$ cat src/rtl/core/assert_macros.svh
// Assertion helpers shared by the RTL. Empty when synthesizing.
`ifndef ASSERT_MACROS_SVH
`define ASSERT_MACROS_SVH
`ifndef SYNTHESIS
// Same-cycle implication, checked out of reset
`define ASSERT_IMPLY(label, clk, rst_n, cond, expr, msg) \
    label: assert property (@(posedge clk) disable iff (!rst_n) (cond) |-> (expr)) \
        else $error(msg);
// Next-cycle implication, checked out of reset
`define ASSERT_NEXT(label, clk, rst_n, cond, expr, msg) \
    label: assert property (@(posedge clk) disable iff (!rst_n) (cond) |=> (expr)) \
        else $error(msg);
`else
`define ASSERT_IMPLY(label, clk, rst_n, cond, expr, msg)
`define ASSERT_NEXT(label, clk, rst_n, cond, expr, msg)
`endif
`endif

$ cat src/rtl/core/tos_pkg.sv
package tos_pkg;

    // Default sizing
    localparam int SAMPLE_BITS_DEF = 12;
    localparam int MAX_SHIFT_DEF   = 6;

    // Shift register
    localparam int              SHIFT_W     = 3;
    localparam logic [SHIFT_W-1:0] SHIFT_RESET = 3'd2;

    // Report kinds
    localparam logic [1:0] KIND_NONE    = 2'd0;
    localparam logic [1:0] KIND_PRESS   = 2'd1;
    localparam logic [1:0] KIND_RELEASE = 2'd2;

    // Converter commands
    localparam logic [1:0] CMD_CONVERT   = 2'd0;
    localparam logic [1:0] CMD_WAIT_DOWN = 2'd1;
    localparam logic [1:0] CMD_WAIT_UP   = 2'd2;

    // Input actions
    localparam logic ACT_PEN_CHECK = 1'b0;
    localparam logic ACT_CONV_DONE = 1'b1;

endpackage

$ cat src/rtl/core/touch_oversample_sequencer.sv
// Touch panel sampling sequencer with oversampling average.
// An accepted transaction's result is registered in the output register, or in the skid entry while output stalls.
// Throughput: 1 transaction per cycle while in_stall is low; set by the single accumulate/shift stage.
// A two-entry output register (main + skid) lets input run while output stalls.
// Reset: sums and sample count cleared, shift_reg = 2, outputs invalid.
`include "assert_macros.svh"

module touch_oversample_sequencer #(
    parameter int SAMPLE_BITS = tos_pkg::SAMPLE_BITS_DEF,
    parameter int MAX_SHIFT   = tos_pkg::MAX_SHIFT_DEF
) (
    input  logic                          clk,
    input  logic                          rst_n,
    // configuration
    input  logic                          cfg_write_en,
    input  logic [tos_pkg::SHIFT_W-1:0]   cfg_write_data,
    // input channel
    input  logic                          in_valid,
    output logic                          in_stall,
    input  logic                          action,
    input  logic [SAMPLE_BITS-1:0]        x_sample,
    input  logic [SAMPLE_BITS-1:0]        y_sample,
    input  logic                          x_released,
    input  logic                          y_released,
    // output channel
    output logic                          out_valid,
    input  logic                          out_stall,
    output logic [1:0]                    report_kind,
    output logic [SAMPLE_BITS-1:0]        x_position,
    output logic [SAMPLE_BITS-1:0]        y_position,
    output logic [1:0]                    adc_command,
    output logic                          tick_request
);

    localparam int SUM_W = SAMPLE_BITS + MAX_SHIFT;
    localparam int CNT_W = MAX_SHIFT + 1;
    localparam int SH_W  = tos_pkg::SHIFT_W;

    // Configuration and accumulator state
    logic [SH_W-1:0]        shift_reg;
    logic [SUM_W-1:0]       x_sum_reg, x_sum_next;
    logic [SUM_W-1:0]       y_sum_reg, y_sum_next;
    logic [CNT_W-1:0]       count_reg, count_next;

    // Output register and skid entry
    logic                   out_valid_reg;
    logic [1:0]             kind_reg, kind_skid_reg;
    logic [SAMPLE_BITS-1:0] xpos_reg, xpos_skid_reg;
    logic [SAMPLE_BITS-1:0] ypos_reg, ypos_skid_reg;
    logic [1:0]             cmd_reg, cmd_skid_reg;
    logic                   tick_reg, tick_skid_reg;
    logic                   skid_valid_reg;

    // Per-transaction results
    logic [1:0]             kind_next;
    logic [SAMPLE_BITS-1:0] xpos_next;
    logic [SAMPLE_BITS-1:0] ypos_next;
    logic [1:0]             cmd_next;
    logic                   tick_next;

    logic [SH_W-1:0]        shift_eff;
    logic [CNT_W-1:0]       need;
    logic [CNT_W-1:0]       count_inc;
    logic                   not_full;
    logic [SUM_W-1:0]       x_shifted, y_shifted;
    logic [SUM_W-1:0]       pos_max;
    logic                   in_take, out_take;

    assign in_take  = in_valid && !skid_valid_reg;
    assign out_take = out_valid_reg && !out_stall;
    assign in_stall = skid_valid_reg;

    // Shift above range acts as the maximum
    assign shift_eff = (int'(shift_reg) > MAX_SHIFT) ? SH_W'(MAX_SHIFT) : shift_reg;
    assign need      = CNT_W'(1) << shift_eff;
    assign not_full  = count_reg < need;
    assign count_inc = count_reg + CNT_W'(1);

    // Averages, saturated to the sample range
    assign pos_max   = SUM_W'({SAMPLE_BITS{1'b1}});
    assign x_shifted = x_sum_reg >> shift_eff;
    assign y_shifted = y_sum_reg >> shift_eff;

    // Sequencer decision and state update
    always_comb
    begin
        x_sum_next = x_sum_reg;
        y_sum_next = y_sum_reg;
        count_next = count_reg;
        kind_next  = tos_pkg::KIND_NONE;
        xpos_next  = '0;
        ypos_next  = '0;
        cmd_next   = tos_pkg::CMD_CONVERT;
        tick_next  = 1'b0;
        if (action == tos_pkg::ACT_CONV_DONE)
        begin
            // samples beyond a full set are dropped
            if (not_full)
            begin
                x_sum_next = x_sum_reg + SUM_W'(x_sample);
                y_sum_next = y_sum_reg + SUM_W'(y_sample);
                count_next = count_inc;
            end
            if (!(not_full && (count_inc < need)))
            begin
                cmd_next  = tos_pkg::CMD_WAIT_UP;
                tick_next = 1'b1;
            end
        end
        else if (!x_released && !y_released)
        begin
            // pen down: report if anything was collected
            if (count_reg != '0)
            begin
                kind_next = tos_pkg::KIND_PRESS;
                xpos_next = (x_shifted > pos_max) ? {SAMPLE_BITS{1'b1}}
                                                  : x_shifted[SAMPLE_BITS-1:0];
                ypos_next = (y_shifted > pos_max) ? {SAMPLE_BITS{1'b1}}
                                                  : y_shifted[SAMPLE_BITS-1:0];
            end
            x_sum_next = '0;
            y_sum_next = '0;
            count_next = '0;
        end
        else
        begin
            // pen up: release
            x_sum_next = '0;
            y_sum_next = '0;
            count_next = '0;
            kind_next  = tos_pkg::KIND_RELEASE;
            cmd_next   = tos_pkg::CMD_WAIT_DOWN;
        end
    end

    // Control state
    always_ff @(posedge clk or negedge rst_n)
    begin
        if (!rst_n)
        begin
            shift_reg      <= tos_pkg::SHIFT_RESET;
            x_sum_reg      <= '0;
            y_sum_reg      <= '0;
            count_reg      <= '0;
            out_valid_reg  <= 1'b0;
            skid_valid_reg <= 1'b0;
        end
        else
        begin
            if (cfg_write_en)
            begin
                shift_reg <= cfg_write_data;
            end
            if (in_take)
            begin
                x_sum_reg <= x_sum_next;
                y_sum_reg <= y_sum_next;
                count_reg <= count_next;
            end
            if (skid_valid_reg && out_take)
            begin
                skid_valid_reg <= 1'b0;
            end
            else if (in_take)
            begin
                if (!out_valid_reg || out_take)
                begin
                    out_valid_reg <= 1'b1;
                end
                else
                begin
                    skid_valid_reg <= 1'b1;
                end
            end
            else if (out_take)
            begin
                out_valid_reg <= 1'b0;
            end
        end
    end

    // Result payload
    always_ff @(posedge clk)
    begin
        if (skid_valid_reg && out_take)
        begin
            kind_reg <= kind_skid_reg;
            xpos_reg <= xpos_skid_reg;
            ypos_reg <= ypos_skid_reg;
            cmd_reg  <= cmd_skid_reg;
            tick_reg <= tick_skid_reg;
        end
        else if (in_take && (!out_valid_reg || out_take))
        begin
            kind_reg <= kind_next;
            xpos_reg <= xpos_next;
            ypos_reg <= ypos_next;
            cmd_reg  <= cmd_next;
            tick_reg <= tick_next;
        end
        if (in_take && out_valid_reg && !out_take)
        begin
            kind_skid_reg <= kind_next;
            xpos_skid_reg <= xpos_next;
            ypos_skid_reg <= ypos_next;
            cmd_skid_reg  <= cmd_next;
            tick_skid_reg <= tick_next;
        end
    end

    assign out_valid    = out_valid_reg;
    assign report_kind  = kind_reg;
    assign x_position   = xpos_reg;
    assign y_position   = ypos_reg;
    assign adc_command  = cmd_reg;
    assign tick_request = tick_reg;

    // Checks
    `ASSERT_IMPLY(a_skid_behind_out, clk, rst_n, skid_valid_reg, out_valid_reg, "skid without output")
    `ASSERT_IMPLY(a_count_bound, clk, rst_n, 1'b1, count_reg <= need || int'(count_reg) <= (1 << MAX_SHIFT), "sample count overflow")
    `ASSERT_NEXT(a_check_clears, clk, rst_n, in_take && action == tos_pkg::ACT_PEN_CHECK, count_reg == '0 && x_sum_reg == '0, "pen check left samples")
    `ASSERT_IMPLY(a_release_cmd, clk, rst_n, out_valid_reg && kind_reg == tos_pkg::KIND_RELEASE, cmd_reg == tos_pkg::CMD_WAIT_DOWN && !tick_reg, "release without wait pen down")

endmodule
$ cat config.mk
export PLATFORM = sky130hd
export DESIGN_NAME = touch_oversample_sequencer
export DESIGN_NICKNAME = d
export VERILOG_FILES = /design/src/rtl/core/tos_pkg.sv /design/src/rtl/core/touch_oversample_sequencer.sv
export VERILOG_INCLUDE_DIRS = /design/src /design/src/rtl/core
export SDC_FILE = /design/constraint.sdc
export NUM_CORES = 1
export LEC_CHECK = 0
export ABC_AREA = 1
export BUFFER_PORTS_ARGS = -buffer_cell sky130_fd_sc_hd__buf_2
export CAP_MARGIN = 40
export CORE_MARGIN = 2
export CORE_UTILIZATION = 43
export DETAILED_ROUTE_END_ITERATION = 7
export GPL_ROUTABILITY_DRIVEN = 1
export GPL_TIMING_DRIVEN = 0
export PLACE_DENSITY = 0.68
export RECOVER_POWER = 25
export SLEW_MARGIN = 20
export SYNTH_ARGS = -nofsm -noshare
export SYNTH_HDL_FRONTEND = slang
export SYNTH_SLANG_ARGS = --single-unit
$ cat constraint.sdc
create_clock -name clk -period 2.85 [get_ports clk]
set_input_delay 0.57 -clock clk [delete_from_list [all_inputs] [get_ports clk]]
set_output_delay 0.57 -clock clk [all_outputs]
set_load 0.03 [all_outputs]
==> metrics list, run 1 <==
- The floorplan has 48 rows.
* Warning count from the yosys run: 0
- The first global-routing pass estimated 34300 um of wire.
- The synthesized netlist contains 37 unique library cells.
- Summed over all nets, the half-perimeter wirelength after detailed placement is 16400 um.
- In this run the number of H-tree levels came out at 3.
- Number of buffers created by CTS: 9
- Share of the synthesized area in the top cell type: 21.2%
* Largest driver fanout on the critical path: 10
- Post-DR vias/cell: 5.26
- In this run the power spent charging and discharging nets is 3.11 mW.
* Worst setup EP type: flip-flop
* Post-detailed-route DRC marker count: 0
* Antenna violation net count after detailed routing: 0
* Worst slew pin tran: 1280 ps
* Top cell types by occurrence after synthesis: 387 x sky130_fd_sc_hd__nand2_1, 145 x sky130_fd_sc_hd__nand3_1, 108 x sky130_fd_sc_hd__inv_1
- RSZ-0062 raised after global routing: false
- Wire length per cell: 14.9 um
* Post-layout nets: 1222
- For this design the static power due to leakage is 4.47 nW.
- Clock sink count: 102
* Clock input transition at the sequential cells of the worst setup and hold paths: 80 ps
- Signal routing reaches up to met4.
- Latest clock arrival within the worst-skew pair: 360 ps
* Worst hold path startpoint: cfg_write_data[0]
* Overall routing resource usage: 23.4%
* Post-synthesis async set-or-reset flop share: 47.1%
- In the detailed route, the total length drawn on met3 is 1130 um.
* Layout cell share with drive strength beyond 1: 13.2%
* DIE AREA: 18900 um2
- Port buffering added 65 buffers.
* Worst VDD drop: 0.451 mV
* Period Utilization, post-route: 94.0%
- Detailed-route wire length: 20600 um
* Layout area overhead: 12.4%
* Per-instance average area after synthesis: 7.14 um2
* Maximum capacitance violations: 0
* Met1 routed wirelength after detailed routing: 9820 um
- Final period demand of the worst path: 2680 ps
* Start point of the critical path: shift_reg[1]
- Clock group share of total power: 18.0%
- Final Hold Violating Endpoints: 0
* Cell Int Power: 3.66 mW
* Post-place instance area: 8290 um2
* Overall die width: 137 um
- Static timing analysis puts the maximum clock frequency at 0.373 GHz.
- Library cell occupying the most area in the post-synthesis netlist: sky130_fd_sc_hd__edfxtp_1
* Pin count of the biggest net entering global routing: 49
- In the final timing run, aggregate negative setup slack is 0 ps.
* Syn nets: 1148
* Setup-violating endpoint count in the final report: 0
- Routability-driven placement finished with a final weighted congestion of 0.942.
- Dpl cells: 1364
* Launch point of the worst reg-to-reg path: shift_reg[1]
- TritonCTS built the clock tree.
* Clk root buf: sky130_fd_sc_hd__clkbuf_16
* Cell with the most instances after synthesis: sky130_fd_sc_hd__nand2_1
- The flow ran to the end, and the final reports show no timing, DRC or antenna violations.
- Max Transition Viols Final: 0
* Primary FF master, synth: sky130_fd_sc_hd__edfxtp_1
- After detailed routing, the met2 layer carries 9340 um of wire.
* Gate count after technology mapping: 1073
- The critical path is of the flip-flop to flip-flop type.
* Drt initial violations: 501
- ANT cells: 0
- Net switching is 45.9% of the power.
* Count of placed standard cells in the final layout, fillers left out: 1377
- Sequential share of the synthesized area: 36.9%
- In this run, synthesis inferred 54 flip-flops with an integrated enable.
- Hold Crit Class: input pin to flip-flop
- Clock Path Buffers: 2
- Detailed routing inserted a total of 7239 vias.
- In this run the tightest slew margin relative to its limit is 14.7%.
* Fill cell total of the finished layout: 1740
- Dominant cells by area after synthesis: sky130_fd_sc_hd__edfxtp_1 21%, sky130_fd_sc_hd__nand2_1 19%, sky130_fd_sc_hd__dfrtp_1 15%
- Number of global-route vias before repair: 6824
* Share of power burned in combinational logic: 49.6%
* Initial Utilization: 44.1%
- Measured in cells, the most critical reg-to-reg path has a length of 13.
* Data required time of the worst path: 3140 ps
* Router iterations before antenna repair: 5
* Initial antenna violation count: 0
* Pwr per Cell Area: 786 nW/um2
- In this run, synthesis produced a sequential element count of 102.
- Cell area after technology mapping: 7660 um2
- Number of I/O pins: 66
* Post-route cell area: 8610 um2
- Startpoint Class: flip-flop
* Worst hold path cell count: 3
- The core region is 17400 um2.
- Vertical extent of the die: 137 um
* Skew final: 13.2 ps
- Sequential fraction of design power: 32.4%
- STA puts the critical path data arrival time at 2970 ps.
* Final global-route overflow total: 0
[cell usage in the layout (no fill, tap or decap), types with 3 or more instances in the layout]
cell                        synthesis  routed
sky130_fd_sc_hd__nand2_1          387     386
sky130_fd_sc_hd__nand3_1          145     144
sky130_fd_sc_hd__inv_1            108     107
sky130_fd_sc_hd__buf_2             18      68
sky130_fd_sc_hd__edfxtp_1          54      54
sky130_fd_sc_hd__a21oi_1           47      47
sky130_fd_sc_hd__dfrtp_1           47      47
sky130_fd_sc_hd__o21ai_0           42      42
sky130_fd_sc_hd__nor2_1            42      40
sky130_fd_sc_hd__ha_1              38      38
sky130_fd_sc_hd__nand3_2           20      21
sky130_fd_sc_hd__nand4_1           18      18
sky130_fd_sc_hd__o211ai_1          14      14
sky130_fd_sc_hd__clkbuf_1          13      14
sky130_fd_sc_hd__buf_4              5      12
sky130_fd_sc_hd__o22ai_1            9       9
sky130_fd_sc_hd__clkbuf_16          0       9
sky130_fd_sc_hd__buf_6              7       8
sky130_fd_sc_hd__nand3b_1           8       8
sky130_fd_sc_hd__xor2_1             7       7
sky130_fd_sc_hd__xnor2_1            7       7
sky130_fd_sc_hd__nand2_2            5       6
sky130_fd_sc_hd__nor2_4             2       5
sky130_fd_sc_hd__nor2_2             4       3
sky130_fd_sc_hd__and2_1             3       3
sky130_fd_sc_hd__clkbuf_2           0       3
sky130_fd_sc_hd__and3_1             3       3
sky130_fd_sc_hd__inv_8              1       3
sky130_fd_sc_hd__inv_6              0       3
[area by class of cell]
class / count / area, um2 / share of cell area, %
Timing Repair Buffer: 67 / 342 / 3.97
Inverter: 111 / 424 / 4.93
Clock inverter: 7 / 61.3 / 0.712
Buffer: 43 / 284 / 3.30
Clock buffer: 9 / 225 / 2.62
Sequential cell: 102 / 2820 / 32.8
Multi-Input combinational cell: 813 / 4170 / 48.4
Tap cell: 225 / 282 / 3.27
[power groups by stage]
stage | clock network, mW | registers (mW) | logic [mW]
global placement | 0 | 2.21 | 3.24
floorplan | 0 | 2.42 | 2.19
global route | 1.30 | 2.24 | 3.79
detailed placement | 0 | 2.22 | 3.30
finish | 1.22 | 2.20 | 3.36
CTS | 1.25 | 2.19 | 3.32
[what timing repair did]
item,4_1_cts,5_1_grt
pin swaps,1,0
endpoints found under the setup margin,45,43
hold buffers,0,0
gates resized for setup,8,12
buffers inserted,1,0
hold endpoints to repair,0,0
[per-stage QoR]
step	hold WS, ps	utilization [%]	total power [mW]	setup WS, ps
finish	419	49.6	6.77	170
global route	428	49.6	7.34	5.83
CTS	252	49.5	6.77	33.9
detailed placement	504	47.8	5.52	-459
global placement	502	47.6	5.45	-440
floorplan	274	-	4.61	332
[critical path: stages (launching register included)]
cell                       delay, ps
sky130_fd_sc_hd__dfstp_2         550
sky130_fd_sc_hd__inv_1            50
sky130_fd_sc_hd__clkbuf_4        180
sky130_fd_sc_hd__buf_4           190
sky130_fd_sc_hd__buf_4           190
sky130_fd_sc_hd__nand3_1         110
sky130_fd_sc_hd__ha_1            260
sky130_fd_sc_hd__a21oi_1         150
sky130_fd_sc_hd__o21a_1          160
sky130_fd_sc_hd__nand3_2         130
sky130_fd_sc_hd__nand2_2         160
sky130_fd_sc_hd__buf_4           210
sky130_fd_sc_hd__nand4_1         140
sky130_fd_sc_hd__o21ai_0         120
[logic make-up (layout without fill, tap and decap cells)]
group	count (synthesis)	after routing	share of synthesized area (%)
AND/OR/NAND/NOR	643	643	37.5
flip-flops	102	102	36.9
adder cells (fa/ha/maj)	40	40	6.73
XOR/XNOR	14	14	1.60
AO/OA/AOI/OAI	116	116	8.25
buffers and inverters	158	237	9.07
[layer usage]
metal  vias to the layer above  global-route usage (%)
li1                       3691                       -
met1                      3318                    33.1
met2                       210                    37.7
met3                        20                    2.83
met4                         0                    6.47
met5                         -                       0
[path summary, 6_finish.rpt]
kind / slack (ps) / end
min in group asynchronous: 480 / y_sum_reg[11]
max reg2reg: 170 / y_sum_reg[7]
max: 170 / y_sum_reg[7]
min reg2reg: 520 / y_position[2]
max in group asynchronous: 1590 / count_reg[6]
min: 420 / shift_reg[0]
Power figures use the tool's default switching activity.
==> run 2, diff against run 1 <==
--- a/config.mk
+++ b/config.mk
@@ -12,3 +12,3 @@
 export CORE_MARGIN = 2
-export CORE_UTILIZATION = 43
+export CORE_UTILIZATION = 60
 export DETAILED_ROUTE_END_ITERATION = 7
@@ -16,3 +16,3 @@
 export GPL_TIMING_DRIVEN = 0
-export PLACE_DENSITY = 0.68
+export PLACE_DENSITY = 0.87
 export RECOVER_POWER = 25
--- a/constraint.sdc
+++ b/constraint.sdc
@@ -3,2 +3,2 @@
 set_output_delay 0.57 -clock clk [all_outputs]
-set_load 0.03 [all_outputs]
+set_load 0.02 [all_outputs]
==> run 2 against run 1 <==
  * Clock skew grew 2.9 ps
  * Maximum frequency decreased by 3.0%
  * Largest cell class unchanged
  * Cell count fell by 3.6%
  * Clock-buffer cell count up 2
  * Sequential cell count is the same
  * Global-route usage is 6.9 points higher
  * Critical path type unchanged
  * Power fell by 2.3%
  * Die area decreased by 28%
==> metrics list, run 2 (synthesized netlist as in run 1, its figures left out) <==
- Post-Route Utilization: 68.4% (+19 points)
- The total global-route track usage is 30.2% (+6.9 points).
* Area of the multi-input gates: 4160 um2 (-0.18%)
- The arrival time at the worst endpoint was 3040 ps (+70 ps).
* Result of the run: finished, final reports clean
- Clock input transition at the sequential cells of the worst setup and hold paths: 80 ps (about the same)
- The count of hold buffers inserted by post-cts repair was 0 (unchanged).
- The minimum clock period was 2760 ps (+82.6 ps).
* Launch point of the worst reg-to-reg path: shift_reg[1]
- Area of the core region: 12500 um2 (-28%)
- The max-slew violation total from the final report was 0 (unchanged).
- Uppermost layer routed: met4
* Layout area overhead: 11.7%
* Sum of internal, switching and leakage power: 6.61 mW (-2.3%)
* Area used by sequential logic in the layout: 2820 um2 (unchanged)
* Fill cell total of the finished layout: 1071 (-38%)
* Wire length on met3: 1300 um (+15%)
- The worst setup path is launched from a flip-flop.
- The starting density of the core was 61.2% (+17 points).
* RePlAce Congestion: 1.01 (+7.4%)
- Post-place instance area: 8250 um2 (-0.51%)
* Post-route cell area: 8560 um2 (-0.60%)
* Drt initial violations: 632 (+26%)
- The level count of the clock H-tree is 3 (unchanged).
* Vias: 7425 (+2.6%)
- Vertical extent of the die: 117 um (-15%)
- Pin count of the biggest net entering global routing: 32 (-35%)
* Total negative slack for setup checks: 0 ps (unchanged)
* FMAX: 0.362 GHz (-3.0%)
- The setup slack of the critical path after layout came to 87.8 ps (-82.6 ps).
- Detailed-route wire length: 19700 um (-4.2%)
- The number of rows in the core area was 41 (-15%).
- Worst VDD drop: 0.452 mV (+0.23%)
- Maximum capacitance violations: 0 (unchanged)
- The total length of routed met2 wires is 9300 um (-0.39%).
- In the layout the commonest cells are 386 x sky130_fd_sc_hd__nand2_1, 144 x sky130_fd_sc_hd__nand3_1, 107 x sky130_fd_sc_hd__inv_1.
- The depth of the worst register-to-register path was 14 (+1).
- Number of buffers created by CTS: 9 (unchanged)
- The number of clock sinks came to 102 (unchanged).
- The number of antenna violations at the first check in global routing was 0 (unchanged).
- Reg2reg setup slack: 90 ps (-80 ps)
- The wire length the detailed router placed on met1 was 8480 um (-14%).
- Worst slew pin tran: 1430 ps (+153 ps)
- The leakage power came to 4.49 nW (+0.45%).
- The quantity of I/O buffers inserted on ports is 65 (unchanged).
- The minimum setup slack after placement is -423 ps (+35.9 ps).
* Latest clock arrival within the worst-skew pair: 360 ps (about the same)
* Hold Crit Class: input pin to async pin
- Post-layout nets: 1225 (+0.25%)
* Wire length per cell: 14.9 um (-0.61%)
- The average vias per placed instance came to 5.60 (+6.4%).
- The die area is 13700 um2 (-28%).
- Final global-route overflow total: 0 (unchanged)
- Number of I/O pins: 66 (unchanged)
- WS Path Type: flip-flop to flip-flop
- Commonest non-fill, non-tap cell in the layout: sky130_fd_sc_hd__nand2_1
* Final Hold Violating Endpoints: 0 (unchanged)
* Router iterations before antenna repair: 5 (unchanged)
- The power density normalized to cell area was 773 nW/um2 (-1.8%).
- The ratio of final minimum period to clock period is 96.9% (+2.9 points).
- The final setup violation count is 0 (unchanged).
- The critical-path maximum fanout was 10 (unchanged).
- The detailed-placement wirelength estimate was 15500 um (-5.0%).
* Antenna violation net count after detailed routing: 0 (unchanged)
- In this run the critical register-to-register path is captured at x_sum_reg[11].
* Clk root buf: sky130_fd_sc_hd__clkbuf_16
- The worst setup path is captured at a flip-flop.
- Clock Path Buffers: 2 (unchanged)
- The width of the chip is 117 um (-15%).
- Number of global-route vias before repair: 6731 (-1.4%)
- First-pass GRT wire length: 32100 um (-6.5%)
- The share of final-layout standard cells stronger than drive strength 1 is 13.6% (+0.40 points).
- Data required time of the worst path: 3130 ps (about the same)
- Skew final: 16.1 ps (+2.95 ps)
- CTS tree: done
- The number of DRC violations after detailed routing was 0 (unchanged).
* Max_slew headroom: 4.36% (-10 points)
* ANT cells: 0 (unchanged)
## run 2: cell types whose count changed in the layout (fill, tap and decap cells not counted), moves of 2 or more
cell and change:
sky130_fd_sc_hd__clkinvlp_2 +2, sky130_fd_sc_hd__inv_8 -2, sky130_fd_sc_hd__o21ai_0 -2, sky130_fd_sc_hd__inv_6 -3
sky130_fd_sc_hd__buf_2 +7, sky130_fd_sc_hd__clkbuf_1 -3, sky130_fd_sc_hd__nor2_4 -2, sky130_fd_sc_hd__o21ai_1 +2
## run 2: worst max-delay path: stages (launching register included)
cell	delay, ps
sky130_fd_sc_hd__dfstp_2	560
sky130_fd_sc_hd__inv_1	50
sky130_fd_sc_hd__buf_2	170
sky130_fd_sc_hd__clkbuf_4	200
sky130_fd_sc_hd__nor2_4	140
sky130_fd_sc_hd__nand2_1	110
sky130_fd_sc_hd__ha_1	330
sky130_fd_sc_hd__a21oi_1	170
sky130_fd_sc_hd__nand2_1	100
sky130_fd_sc_hd__nand2_1	90
sky130_fd_sc_hd__nand3_2	120
sky130_fd_sc_hd__nor2_2	180
sky130_fd_sc_hd__clkbuf_4	270
sky130_fd_sc_hd__nand2_1	70
sky130_fd_sc_hd__o22ai_1	100
## run 2: metal layers
layer / track usage [%] / vias to the layer above
met1: 40.4 / 3374
met3: 4.07 / 58
li1: - / 3693
met4: 12.4 / 0
met5: 0 / -
met2: 49.9 / 300
## run 2: repair_timing
action,in CTS,in global routing
setup buffers,1,1
pin swaps,1,2
resized for setup,7,12
endpoints found under the setup margin,45,42
## run 2: layout make-up
type	instances	area share, %
clock inverters	5	0.409
flip-flops and latches	102	33.0
clock buffers	11	2.84
plain buffers	43	3.26
well taps	172	2.51
inverters	111	4.96
repair buffers	70	4.42
multi-input cells	813	48.6
## run 2: power breakdown
part	switching (mW)	total (mW)	leakage [nW]	internal (mW)
sequential	0.216	2.19	1.16	1.97
clock	0.545	1.16	0.128	0.615
combinational	2.17	3.27	3.20	1.10
## run 2: how the worst max path moves through the flow
stage / slack [ps] / startpoint / endpoint / cells after the start
global placement: -420 / shift_reg[1] / y_sum_reg[11] / 11
finish: 90 / shift_reg[1] / x_sum_reg[11] / 14
floorplan: 330 / shift_reg[1] / y_sum_reg[15] / 13
CTS: 50 / shift_reg[0] / y_sum_reg[15] / 14
global route: -30 / shift_reg[1] / y_sum_reg[13] / 14
detailed placement: -420 / shift_reg[1] / y_sum_reg[11] / 11
## run 2: through the flow
step	hold slack, ps	std cells
after global placement	500	1310
final	371	1327
after global routing	438	1327
after floorplan	274	1073
after CTS	162	1327
after detailed placement	500	1313
